<file path="src/rtl/pdt_pkg.sv">
// ----------------------------------------------------------------------------
// pdt_pkg
// Shared types and constants for the PCI presence diff table.
// ----------------------------------------------------------------------------
package pdt_pkg;

   localparam int TABLE_ENTRIES = 64;
   localparam int IDX_W         = $clog2(TABLE_ENTRIES);

   localparam logic [15:0] VENDOR_NONE_HI = 16'hFFFF;
   localparam logic [15:0] VENDOR_NONE_LO = 16'h0000;

   localparam logic REQ_PROBE    = 1'b0;
   localparam logic REQ_END_SCAN = 1'b1;

   localparam logic KIND_ATTACH = 1'b0;
   localparam logic KIND_DETACH = 1'b1;

   typedef struct packed {
      logic [7:0]  bus;
      logic [4:0]  dev;
      logic [2:0]  fn;
   } loc_type;

   typedef struct packed {
      loc_type     loc;
      logic [15:0] product;
      logic [15:0] vendor;
      logic [7:0]  cls;
      logic [7:0]  subcls;
   } entry_type;

   typedef struct packed {
      logic        kind;
      entry_type   ent;
      logic        last;
   } event_type;

   localparam int ENTRY_W = $bits(entry_type);

   typedef enum logic [2:0] {
      ST_IDLE,
      ST_PROBE_SCAN,
      ST_PROBE_HIT,
      ST_PROBE_ATTACH,
      ST_PROBE_MISS,
      ST_EOS_SCAN,
      ST_EOS_DONE
   } state_type;

endpackage

</file>
<file path="src/rtl/pci_presence_diff_table_unit.sv">
// ----------------------------------------------------------------------------
// pci_presence_diff_table_unit
// Table of known PCI functions; turns probes and end-of-scan requests
// into attach and detach events.
// ----------------------------------------------------------------------------
// Usage:
//   A request is taken when start is high and busy is low. req_type 0 is a
//   probed function, req_type 1 closes a full scan cycle.
//   Each event appears on the rsp_ ports for one cycle with rsp_strobe high;
//   rsp_last marks the final event of a request. The receiver cannot stall.
//   Entries live in a one-read, one-write RAM of TABLE_ENTRIES rows with a
//   registered read; valid and seen marks are flip-flops.
//   Probe: the RAM is swept one row a cycle until the location hits;
//   events follow after the sweep ends. A probe with an absent vendor
//   leaves the unit idle.
//   End of scan: a full sweep, detaches going out as unseen entries are
//   found (one event is held back to set rsp_last).
//   No new request is taken until the last one is done, so the single RAM
//   read port serves one sweep at a time.
//   Reset clears valid and seen marks and the seeded flag; no events come
//   until the first end of scan has completed. RAM contents need no reset.
// ----------------------------------------------------------------------------
module pci_presence_diff_table_unit
   import pdt_pkg::*;
(
   input  logic        clock,
   input  logic        reset,
   input  logic        start,
   output logic        busy,
   input  logic        req_type,
   input  logic [7:0]  req_bus_number,
   input  logic [4:0]  req_device_number,
   input  logic [2:0]  req_function_number,
   input  logic [15:0] req_vendor_id,
   input  logic [15:0] req_device_id,
   input  logic [7:0]  req_class_code,
   input  logic [7:0]  req_subclass_code,
   output logic        rsp_strobe,
   output logic        rsp_event_kind,
   output logic [7:0]  rsp_event_bus,
   output logic [4:0]  rsp_event_device,
   output logic [2:0]  rsp_event_function,
   output logic [15:0] rsp_event_vendor,
   output logic [15:0] rsp_event_product,
   output logic [7:0]  rsp_event_class,
   output logic [7:0]  rsp_event_subclass,
   output logic        rsp_last
);

   localparam logic [IDX_W-1:0] LAST_IDX = IDX_W'(TABLE_ENTRIES - 1);

   state_type state_ff, state_in;
   logic [IDX_W-1:0] cnt_ff, cnt_in;
   logic issue_ff, issue_in;
   logic chk_v_ff, chk_v_in;
   logic [IDX_W-1:0] chk_idx_ff, chk_idx_in;
   logic free_ok_ff, free_ok_in;
   logic [IDX_W-1:0] free_idx_ff, free_idx_in;
   logic [IDX_W-1:0] hit_idx_ff, hit_idx_in;
   logic [31:0] old_ident_ff, old_ident_in;
   logic pend_ff, pend_in;
   event_type pend_ev_ff, pend_ev_in;
   logic seeded_ff, seeded_in;
   logic [TABLE_ENTRIES-1:0] valid_ff, valid_in;
   logic [TABLE_ENTRIES-1:0] seen_ff, seen_in;
   logic rsp_v_ff, rsp_v_in;
   event_type rsp_ev_ff, rsp_ev_in;
   entry_type req_ff, req_in;

   logic accept;
   logic ram_we;
   logic [IDX_W-1:0] ram_waddr;
   entry_type ram_wdata;
   logic [ENTRY_W-1:0] ram_rdata;
   entry_type rd_ent;

   pdt_ram #(
      .WIDTH (ENTRY_W),
      .DEPTH (TABLE_ENTRIES)
   ) u_ram (
      .clock (clock),
      .we    (ram_we),
      .waddr (ram_waddr),
      .wdata (ram_wdata),
      .raddr (cnt_ff),
      .rdata (ram_rdata)
   );

   assign rd_ent = entry_type'(ram_rdata);
   assign busy   = (state_ff != ST_IDLE);
   assign accept = start && !busy;

   always_comb begin
      state_in     = state_ff;
      cnt_in       = cnt_ff;
      issue_in     = issue_ff;
      chk_v_in     = 1'b0;
      chk_idx_in   = chk_idx_ff;
      free_ok_in   = free_ok_ff;
      free_idx_in  = free_idx_ff;
      hit_idx_in   = hit_idx_ff;
      old_ident_in = old_ident_ff;
      pend_in      = pend_ff;
      pend_ev_in   = pend_ev_ff;
      seeded_in    = seeded_ff;
      valid_in     = valid_ff;
      seen_in      = seen_ff;
      rsp_v_in     = 1'b0;
      rsp_ev_in    = rsp_ev_ff;
      req_in       = req_ff;
      ram_we       = 1'b0;
      ram_waddr    = free_idx_ff;
      ram_wdata    = req_ff;

      // sweep read issue, shared by both scan states
      if ((state_ff == ST_PROBE_SCAN || state_ff == ST_EOS_SCAN) && issue_ff) begin
         chk_v_in   = 1'b1;
         chk_idx_in = cnt_ff;
         cnt_in     = cnt_ff + 1'b1;
         if (cnt_ff == LAST_IDX) begin
            issue_in = 1'b0;
         end
      end

      case (state_ff)
         ST_IDLE: begin
            if (accept) begin
               req_in.loc.bus  = req_bus_number;
               req_in.loc.dev  = req_device_number;
               req_in.loc.fn   = req_function_number;
               req_in.vendor   = req_vendor_id;
               req_in.product  = req_device_id;
               req_in.cls      = req_class_code;
               req_in.subcls   = req_subclass_code;
               cnt_in          = '0;
               issue_in        = 1'b1;
               free_ok_in      = 1'b0;
               pend_in         = 1'b0;
               if (req_type == REQ_END_SCAN) begin
                  state_in = ST_EOS_SCAN;
               end else if (req_vendor_id != VENDOR_NONE_HI &&
                            req_vendor_id != VENDOR_NONE_LO) begin
                  state_in = ST_PROBE_SCAN;
               end
            end
         end

         ST_PROBE_SCAN: begin
            if (chk_v_ff) begin
               if (!valid_ff[chk_idx_ff] && !free_ok_ff) begin
                  free_ok_in  = 1'b1;
                  free_idx_in = chk_idx_ff;
               end
               if (valid_ff[chk_idx_ff] && rd_ent.loc == req_ff.loc) begin
                  hit_idx_in   = chk_idx_ff;
                  old_ident_in = {rd_ent.product, rd_ent.vendor};
                  issue_in     = 1'b0;
                  chk_v_in     = 1'b0;
                  state_in     = ST_PROBE_HIT;
               end else if (chk_idx_ff == LAST_IDX) begin
                  state_in = ST_PROBE_MISS;
               end
            end
         end

         ST_PROBE_HIT: begin
            seen_in[hit_idx_ff] = 1'b1;
            state_in            = ST_IDLE;
            if (old_ident_ff != {req_ff.product, req_ff.vendor}) begin
               ram_we    = 1'b1;
               ram_waddr = hit_idx_ff;
               if (seeded_ff) begin
                  rsp_v_in              = 1'b1;
                  rsp_ev_in.kind        = KIND_DETACH;
                  rsp_ev_in.ent.loc     = req_ff.loc;
                  rsp_ev_in.ent.product = old_ident_ff[31:16];
                  rsp_ev_in.ent.vendor  = old_ident_ff[15:0];
                  rsp_ev_in.ent.cls     = '0;
                  rsp_ev_in.ent.subcls  = '0;
                  rsp_ev_in.last        = 1'b0;
                  state_in              = ST_PROBE_ATTACH;
               end
            end
         end

         ST_PROBE_ATTACH: begin
            rsp_v_in  = 1'b1;
            rsp_ev_in = '{kind: KIND_ATTACH, ent: req_ff, last: 1'b1};
            state_in  = ST_IDLE;
         end

         ST_PROBE_MISS: begin
            if (free_ok_ff) begin
               ram_we                = 1'b1;
               ram_waddr             = free_idx_ff;
               valid_in[free_idx_ff] = 1'b1;
               seen_in[free_idx_ff]  = 1'b1;
            end
            // table full still reports the attach
            if (seeded_ff) begin
               rsp_v_in  = 1'b1;
               rsp_ev_in = '{kind: KIND_ATTACH, ent: req_ff, last: 1'b1};
            end
            state_in = ST_IDLE;
         end

         ST_EOS_SCAN: begin
            if (chk_v_ff) begin
               if (valid_ff[chk_idx_ff] && !seen_ff[chk_idx_ff]) begin
                  valid_in[chk_idx_ff] = 1'b0;
                  if (seeded_ff) begin
                     // hold one detach back so the final one can carry last
                     if (pend_ff) begin
                        rsp_v_in  = 1'b1;
                        rsp_ev_in = pend_ev_ff;
                     end
                     pend_in    = 1'b1;
                     pend_ev_in = '{kind: KIND_DETACH, ent: rd_ent, last: 1'b0};
                  end
               end
               if (chk_idx_ff == LAST_IDX) begin
                  state_in = ST_EOS_DONE;
               end
            end
         end

         ST_EOS_DONE: begin
            if (pend_ff) begin
               rsp_v_in       = 1'b1;
               rsp_ev_in      = pend_ev_ff;
               rsp_ev_in.last = 1'b1;
            end
            pend_in   = 1'b0;
            seen_in   = '0;
            seeded_in = 1'b1;
            state_in  = ST_IDLE;
         end

         default: begin
            state_in = ST_IDLE;
         end
      endcase
   end

   always_ff @(posedge clock) begin
      if (reset) begin
         state_ff  <= ST_IDLE;
         issue_ff  <= 1'b0;
         chk_v_ff  <= 1'b0;
         pend_ff   <= 1'b0;
         seeded_ff <= 1'b0;
         valid_ff  <= '0;
         seen_ff   <= '0;
         rsp_v_ff  <= 1'b0;
      end else begin
         state_ff  <= state_in;
         issue_ff  <= issue_in;
         chk_v_ff  <= chk_v_in;
         pend_ff   <= pend_in;
         seeded_ff <= seeded_in;
         valid_ff  <= valid_in;
         seen_ff   <= seen_in;
         rsp_v_ff  <= rsp_v_in;
      end
   end

   always_ff @(posedge clock) begin
      cnt_ff       <= cnt_in;
      chk_idx_ff   <= chk_idx_in;
      free_ok_ff   <= free_ok_in;
      free_idx_ff  <= free_idx_in;
      hit_idx_ff   <= hit_idx_in;
      old_ident_ff <= old_ident_in;
      pend_ev_ff   <= pend_ev_in;
      rsp_ev_ff    <= rsp_ev_in;
      req_ff       <= req_in;
   end

   assign rsp_strobe         = rsp_v_ff;
   assign rsp_event_kind     = rsp_ev_ff.kind;
   assign rsp_event_bus      = rsp_ev_ff.ent.loc.bus;
   assign rsp_event_device   = rsp_ev_ff.ent.loc.dev;
   assign rsp_event_function = rsp_ev_ff.ent.loc.fn;
   assign rsp_event_vendor   = rsp_ev_ff.ent.vendor;
   assign rsp_event_product  = rsp_ev_ff.ent.product;
   assign rsp_event_class    = rsp_ev_ff.ent.cls;
   assign rsp_event_subclass = rsp_ev_ff.ent.subcls;
   assign rsp_last           = rsp_ev_ff.last;

endmodule

</file>
<file path="src/rtl/pdt_ram.sv">
// ----------------------------------------------------------------------------
// pdt_ram
// Simple dual-port RAM, one write port, one registered read port.
// ----------------------------------------------------------------------------
module pdt_ram #(
   parameter int WIDTH = 64,
   parameter int DEPTH = 64
) (
   input  logic                     clock,
   input  logic                     we,
   input  logic [$clog2(DEPTH)-1:0] waddr,
   input  logic [WIDTH-1:0]         wdata,
   input  logic [$clog2(DEPTH)-1:0] raddr,
   output logic [WIDTH-1:0]         rdata
);

   logic [WIDTH-1:0] mem [DEPTH];
   logic [WIDTH-1:0] rdata_ff;

   always_ff @(posedge clock) begin
      if (we) begin
         mem[waddr] <= wdata;
      end
      rdata_ff <= mem[raddr];
   end

   assign rdata = rdata_ff;

endmodule
</file>
<file path="config.mk">
export PLATFORM = sky130hd
export DESIGN_NAME = pci_presence_diff_table_unit
export DESIGN_NICKNAME = d
export VERILOG_FILES = /design/src/rtl/pdt_pkg.sv /design/src/rtl/pci_presence_diff_table_unit.sv /design/src/rtl/pdt_ram.sv
export SDC_FILE = /design/constraint.sdc
export NUM_CORES = 2
export LEC_CHECK = 0
export ABC_CLOCK_PERIOD_IN_PS = 7700
export BUFFER_PORTS_ARGS = -buffer_cell sky130_fd_sc_hd__buf_2
export CORE_ASPECT_RATIO = 1.25
export CORE_MARGIN = 2
export CORE_UTILIZATION = 35
export CTS_CLUSTER_SIZE = 30
export DETAILED_ROUTE_END_ITERATION = 7
export PLACE_DENSITY = 0.57
export SYNTH_ARGS = -nofsm -noshare
export SYNTH_HDL_FRONTEND = slang
export SYNTH_HIERARCHICAL = 1
export SYNTH_SLANG_ARGS = --single-unit
</file>
<file path="constraint.sdc">
create_clock -name clock -period 7.7 [get_ports clock]
set_input_delay 0.77 -clock clock [delete_from_list [all_inputs] [get_ports clock]]
set_output_delay 0.77 -clock clock [all_outputs]
set_load 0.1 [all_outputs]
</file>
# After elaboration in Yosys (flattened, before gate mapping)
# Memory sizes are Yosys's and may differ from the RTL's. A register that Yosys moved wholly into a read port is not among the register bits.
# Cells that the tools add are included.
[classes]
addsub = 1
eq_ne = 26
mux = 71
div = 0
n_lt_le_gt_ge = 6
shifts = 0
n_mul = 0
n_bitwise = 5
n_reduce_logical = 32
[op_table]
columns = ["op", "count"]
rows = [
  ["$mux W66", 8],
  ["$pmux W66 S5", 1],
  ["$mux W64", 4],
  ["$or A64 B64 Y64", 3],
  ["$pmux W64 S3", 1],
  ["$pmux W64 S2", 1],
  ["$and A64 B64 Y64", 1],
  ["$not A64 Y64", 1],
  ["$ne A32 B32 Y1", 1],
  ["$mux W1", 30],
  ["$mux W6", 5],
  ["$mux W3", 8],
  ["$lt A6 B7 Y1 const B", 3],
  ["$ne A2 B2 Y1 const B", 10],
  ["$demux W1 S6", 3],
  ["$ge A6 B1 Y1 const B", 3],
  ["$eq A16 B16 Y1", 1],
  ["$ne A16 B16 Y1 const B", 1],
  ["$reduce_bool A16 Y1", 1],
  ["$bmux W1 S6", 2],
  ["$eq A6 B6 Y1 const B", 2],
  ["$pmux W3 S4", 1],
  ["$reduce_and A4 Y1", 3],
  ["$eq A3 B3 Y1 const B", 3],
  ["22 further kinds", 44],
]
[word_totals]
rom_bits = 0
in_bits = 68
output_inout_bits = 68
regBits = 387
latchBits = 0
mem_count = 1
mem_bits_rw = 4096
[memory_table]
columns = ["name", "depth", "word_bits", "read_ports", "rd_ports_with_merged_regs", "write_ports", "line", "text"]
rows = [
  ["u_ram.mem", 64, 64, 1, 1, 1, "pdt_ram.sv:17", "logic [WIDTH-1:0] mem [DEPTH];"],
]

# Logic depth before layout (Yosys ltp)
[depth]
ltp_word = 9
depth_mapped = 14
depth_no_buf = 10

# Modules after synthesis
# The synthesis kept the hierarchy.
[by_module_without_submodules]
columns = ["mod", "cells_per_inst", "instances", "area_per_inst_um2"]
rows = [
  ["pdt_ram", 6613, 1, 156375.0],
  ["pci_presence_diff_table_unit", 1344, 1, 16210.5],
]

# Worst setup path before layout
# OpenSTA, ideal clock, no wires.
[synth_path]
kind = "flip-flop to flip-flop"
from = "register req_ff (netlist bit ram_wdata[39])"
to = "memory u_ram.mem[36][0], enable pin"
t_arrival_ps = 7449
slack_ps = -314
path_stages_with_launch = 11
setup_ps = 565
cell_sequence = "edfxtp_1 > xnor2_1 > nand4_1 > nor4_1 > nand2_1 > nand3_1 > mux2_2 > clkbuf_1 > or3_1 > clkbuf_1 > nor3_1"
[synth_via]
word_cells_on_any_way = 7
[synth_rtl]
columns = ["element", "line", "text"]
rows = [
  ["from (decl)", "pci_presence_diff_table_unit.sv:68", "entry_type req_ff, req_in;"],
  ["from (signal assigned)", "pci_presence_diff_table_unit.sv:276", "req_ff <= req_in;"],
  ["$ne A32 B32 Y1", "pci_presence_diff_table_unit.sv:169", "if (old_ident_ff != {req_ff.product, req_ff.vendor}) begin"],
  ["$mux W6", "pci_presence_diff_table_unit.sv:169", ""],
  ["$mux W6", "--", ""],
  ["net ram_waddr[4]", "pci_presence_diff_table_unit.sv:72", "logic [IDX_W-1:0] ram_waddr;"],
  ["to (decl)", "pdt_ram.sv:17", ""],
]
# The timed path passes the listed nets, and every way through them passes these cells.

# Worst setup path in the final report
[layout_path]
from = "register old_ident_ff[16]"
to = "memory u_ram.mem[30][3], enable pin"
[layout_via]
word_cells_on_any_way = 7
[layout_rtl]
columns = ["element", "line", "text"]
rows = [
  ["from (decl)", "pci_presence_diff_table_unit.sv:60", "logic [31:0] old_ident_ff, old_ident_in;"],
  ["from (signal assigned)", "pci_presence_diff_table_unit.sv:273", "old_ident_ff <= old_ident_in;"],
  ["$ne A32 B32 Y1", "pci_presence_diff_table_unit.sv:169", ""],
  ["$mux W6", "pci_presence_diff_table_unit.sv:169", ""],
  ["$mux W6", "--", ""],
  ["net ram_waddr[0]", "pci_presence_diff_table_unit.sv:72", ""],
]
# The timed path passes the listed nets, and every way through them passes these cells.

==> results_dict.tcl <==
set metrics [dict create \
    status "complete, no violations" \
    pre_cts_slack_ns 2.063 \
    drt-initial-drc-count 12530 \
    fillers 43090 \
    final_cell_mix "edfxtp_1 (4341), mux4_2 (1084), clkbuf_16 (427), nand2_1 (291), a21oi_1 (268)" \
    ant_nets 0 \
    wire_per_inst_um 34.53 \
    synth_edf_count 4341 \
    dp.final_hpwl_mm 321.7 \
    grt_max_degree 111 \
    slew_headroom_pct 5.103 \
    fp.dieH_um 789.1 \
    rsz0062_at_grt "no" \
    vias 88130 \
    leakage_nw 59.24 \
    die_area_mm2 0.4988 \
    finalSetupTns_ns 0 \
    cp_slowest_cell "nor2_4" \
    clock-sinks 4547 \
    yosysWarnings 6 \
    p_switching_mw 15.83 \
    ys_ff_latch 4547 \
    wl_mm 529.0 \
    worstPathCellList "xnor2_1 -> nand4_1 -> nor4_2 -> nand2_1 -> nand3_1 -> mux2_2 -> nor2b_1 -> nand3_1 -> nor2_4 -> buf_4" \
    grt_usage_pct 20.81 \
    hold-path-endpoint "ram_wdata[33]$_DFFE_PP_" \
    antenna_found_initial 66 \
    row_count 288 \
    core_area_mm2 0.4915 \
    power.share.clock_pct 35.8 \
    cts_made_buffers 425 \
    synthArstFlopShare_pct 0 \
    ys_types 63 \
    skew_ns 0.09698 \
    end_kind "register" \
    power_frac_seq_pct 48.2 \
    drv_cap 0 \
    worstSetupStartpointType "register" \
    clock.fmax_mhz 168.6 \
    critPathMaxStageDelay_ns 0.91 \
    synth_cells 7957 \
    start_util_pct 35.11 \
    final_layout_size_suffix_gt1_share_pct 27.60 \
    drv_slew 0 \
    ir_drop_uv 210.4 \
    multiInputGateArea_mm2 0.03661 \
    final-hold-violation-count 0 \
    htreeDepth 5 \
    hp-class "primary input to register" \
    holdPathStages 1 \
    arrival_ns 6.53 \
    syn_area_mm2 0.1726 \
    clkLatencyLatePin_ns 0.99 \
    area_delta_synth_final_pct 14.53 \
    syn_nets 8026 \
    instances_no_fill 15320 \
    fin_nets 8470 \
    rr_worst_depth 10 \
    crit_top_cell "nand3_1" \
    clock_path_buffers 4 \
    r2r_setup_slack_ns 1.77 \
    cpLargestDelayFamily "simple AND/OR/NAND/NOR gates" \
    p_int_mw 44.09 \
    vias_per_cell 5.753 \
    p_total_mw 59.92 \
    first_pass_iters 6 \
    pin_count 136 \
    cts_root_buf "clkbuf_16" \
    crit_buf_inv 1 \
    r2r-start "old_ident_ff[16]$_DFFE_PP_" \
    first_global_vias 86960 \
    cp_max_fo 19 \
    finalCritPeriodShare_pct 77.02 \
    crit_required_ns 8.30 \
    globalRoute.totalOverflow 0 \
    critical_path_class "register to register" \
    drcViolationCount 0 \
    cts_tree "yes" \
    placed_cells_incl_taps 14470 \
    final_common_cell "edfxtp_1" \
    combPwrFrac_pct 16.0 \
    cts_setup_buffers 0 \
    cts.clk_slew.worst_paths_ns 0.06 \
    holdCritStartpoint "req_device_id[1]" \
    gp_congestion 0.8545 \
    portBuffers 135 \
    setup_violations 0 \
    worstReg2RegEnd "u_ram/mem[30][3]$_DFFE_PP_" \
    power_density_mw_per_mm2 303.1 \
    min_period_ns 5.931 \
    seq_area_frac_synth_pct 77.92 \
    grt_pass1_wl_mm 724.1 \
    fp.dieW_um 632.1 \
    switching_share_pct 26.41 \
    setup_ws_ns 1.769 \
    syn_avg_cell_area_um2 21.69 \
    tightestPinTransition_ns 1.420 \
    seqCellArea_mm2 0.1345 \
    synth_flop_cell "edfxtp_1" \
]
[Yosys cell counts, drive strengths merged, types with 7 or more instances]
master / number / area, µm²
edfxtp: 4341 / 130400
mux4: 1084 / 24410
nand2: 293 / 1100
a21oi: 269 / 1346
clkbuf: 234 / 878.3
buf: 230 / 1236
a22oi: 218 / 1637
dfxtp: 206 / 4124
nor2: 200 / 758.2
o22ai: 152 / 950.9
mux2: 135 / 1520
nor3: 79 / 415.4
nand3: 64 / 320.3
mux2i: 50 / 500.5
a31oi: 36 / 225.2
xnor2: 34 / 297.8
a311oi: 30 / 262.8
o21ai: 29 / 145.1
a222oi: 26 / 260.3
a211oi: 22 / 165.2
nand4: 21 / 131.4
nor2b: 20 / 125.1
a22o: 19 / 166.4
xor2: 19 / 166.4
nor4: 17 / 127.6
nand2b: 14 / 87.58
o32ai: 12 / 105.1
a31o: 10 / 87.58
inv: 10 / 37.53
or3: 10 / 62.56
nand3b: 9 / 67.56
a41oi: 7 / 61.31
nor3b: 7 / 52.55
[worst reg2reg max path: cells and delay by family (launching register included)]
kind          cells  cell delay (ns)
xor+xnor          1             0.49
flops             1             0.43
buf+inv           1             0.50
simple gates      7             3.49
mux               1             0.61
[stage by stage]
step	util [%]	hold WS, ns	cell area [µm²]
floorplan	-	0.3855	172600
global placement	37.25	0.3910	183100
detailed placement	37.25	0.3914	183100
CTS	40.19	0.03260	197500
global route	40.21	0.05711	197600
finish	40.21	0.07992	197700
[state kept, by name, indices dropped and copies added (netlist names), 16 cells and up]
register / cells
seen_ff: 64
ram_wdata: 64
old_ident_ff: 32
rsp_event_vendor: 16
rsp_event_product: 16
valid_ff: 64
u_ram/rdata: 64
u_ram/mem: 4096
pend_ev_ff: 64
[per-layer routing]
metal  track usage (%)  routed length [µm]
met3             3.821               45050
met1             27.15              201500
met5                 0                  86
met2             35.01              263600
met4             7.078               18740
[cell families after synthesis]
group                      Yosys count  synth area share, %
muxes                             1269                15.32
AOI/OAI and AO/OA                  848                3.223
xor gates and xnor gates            53               0.2690
adders and majority gates            1             0.007249
DFF                               4547                77.92
and+or+nand+nor                    764                2.015
buffers and inverters              475                1.249
[repair_timing]
item                                   4_1_cts  5_1_grt
resized for setup                            0        0
endpoints found under the hold margin       32        0
hold buffers                                32        0
[worst max path at each step]
stage | start | end | slack, ns | cells past startpoint
after CTS | ram_wdata[32]$_DFFE_PP_ | u_ram/mem[30][55]$_DFFE_PP_ | 2.00 | 10
final | old_ident_ff[16]$_DFFE_PP_ | u_ram/mem[30][3]$_DFFE_PP_ | 1.77 | 10
after floorplan | ram_wdata[39]$_DFFE_PP_ | u_ram/mem[36][0]$_DFFE_PP_ | -0.31 | 10
after global routing | ram_wdata[32]$_DFFE_PP_ | u_ram/mem[30][3]$_DFFE_PP_ | 1.64 | 10
after global placement | ram_wdata[32]$_DFFE_PP_ | u_ram/mem[30][14]$_DFFE_PP_ | 2.03 | 10
after detailed placement | ram_wdata[32]$_DFFE_PP_ | u_ram/mem[30][44]$_DFFE_PP_ | 2.06 | 10
[power groups by stage]
stage | registers [mW] | logic (mW) | clock network, mW
after floorplan | 30.2 | 5.37 | 0
after global placement | 29.4 | 9.62 | 0
after detailed placement | 29.4 | 9.72 | 0
after CTS | 28.9 | 9.75 | 21.8
after global routing | 28.9 | 10.1 | 22.7
final | 28.9 | 9.60 | 21.5
[layout make-up]
class,count,share of cell area [%]
diodes,42,0.05317
clock buffers,528,5.724
clock inverters,249,1.417
inverters,11,0.02469
multi-input cells,2935,18.52
flip-flops and latches,4547,68.05
well taps,6525,4.130
repair buffers,481,2.083
No activity file was read; power rests on OpenSTA's default activity.
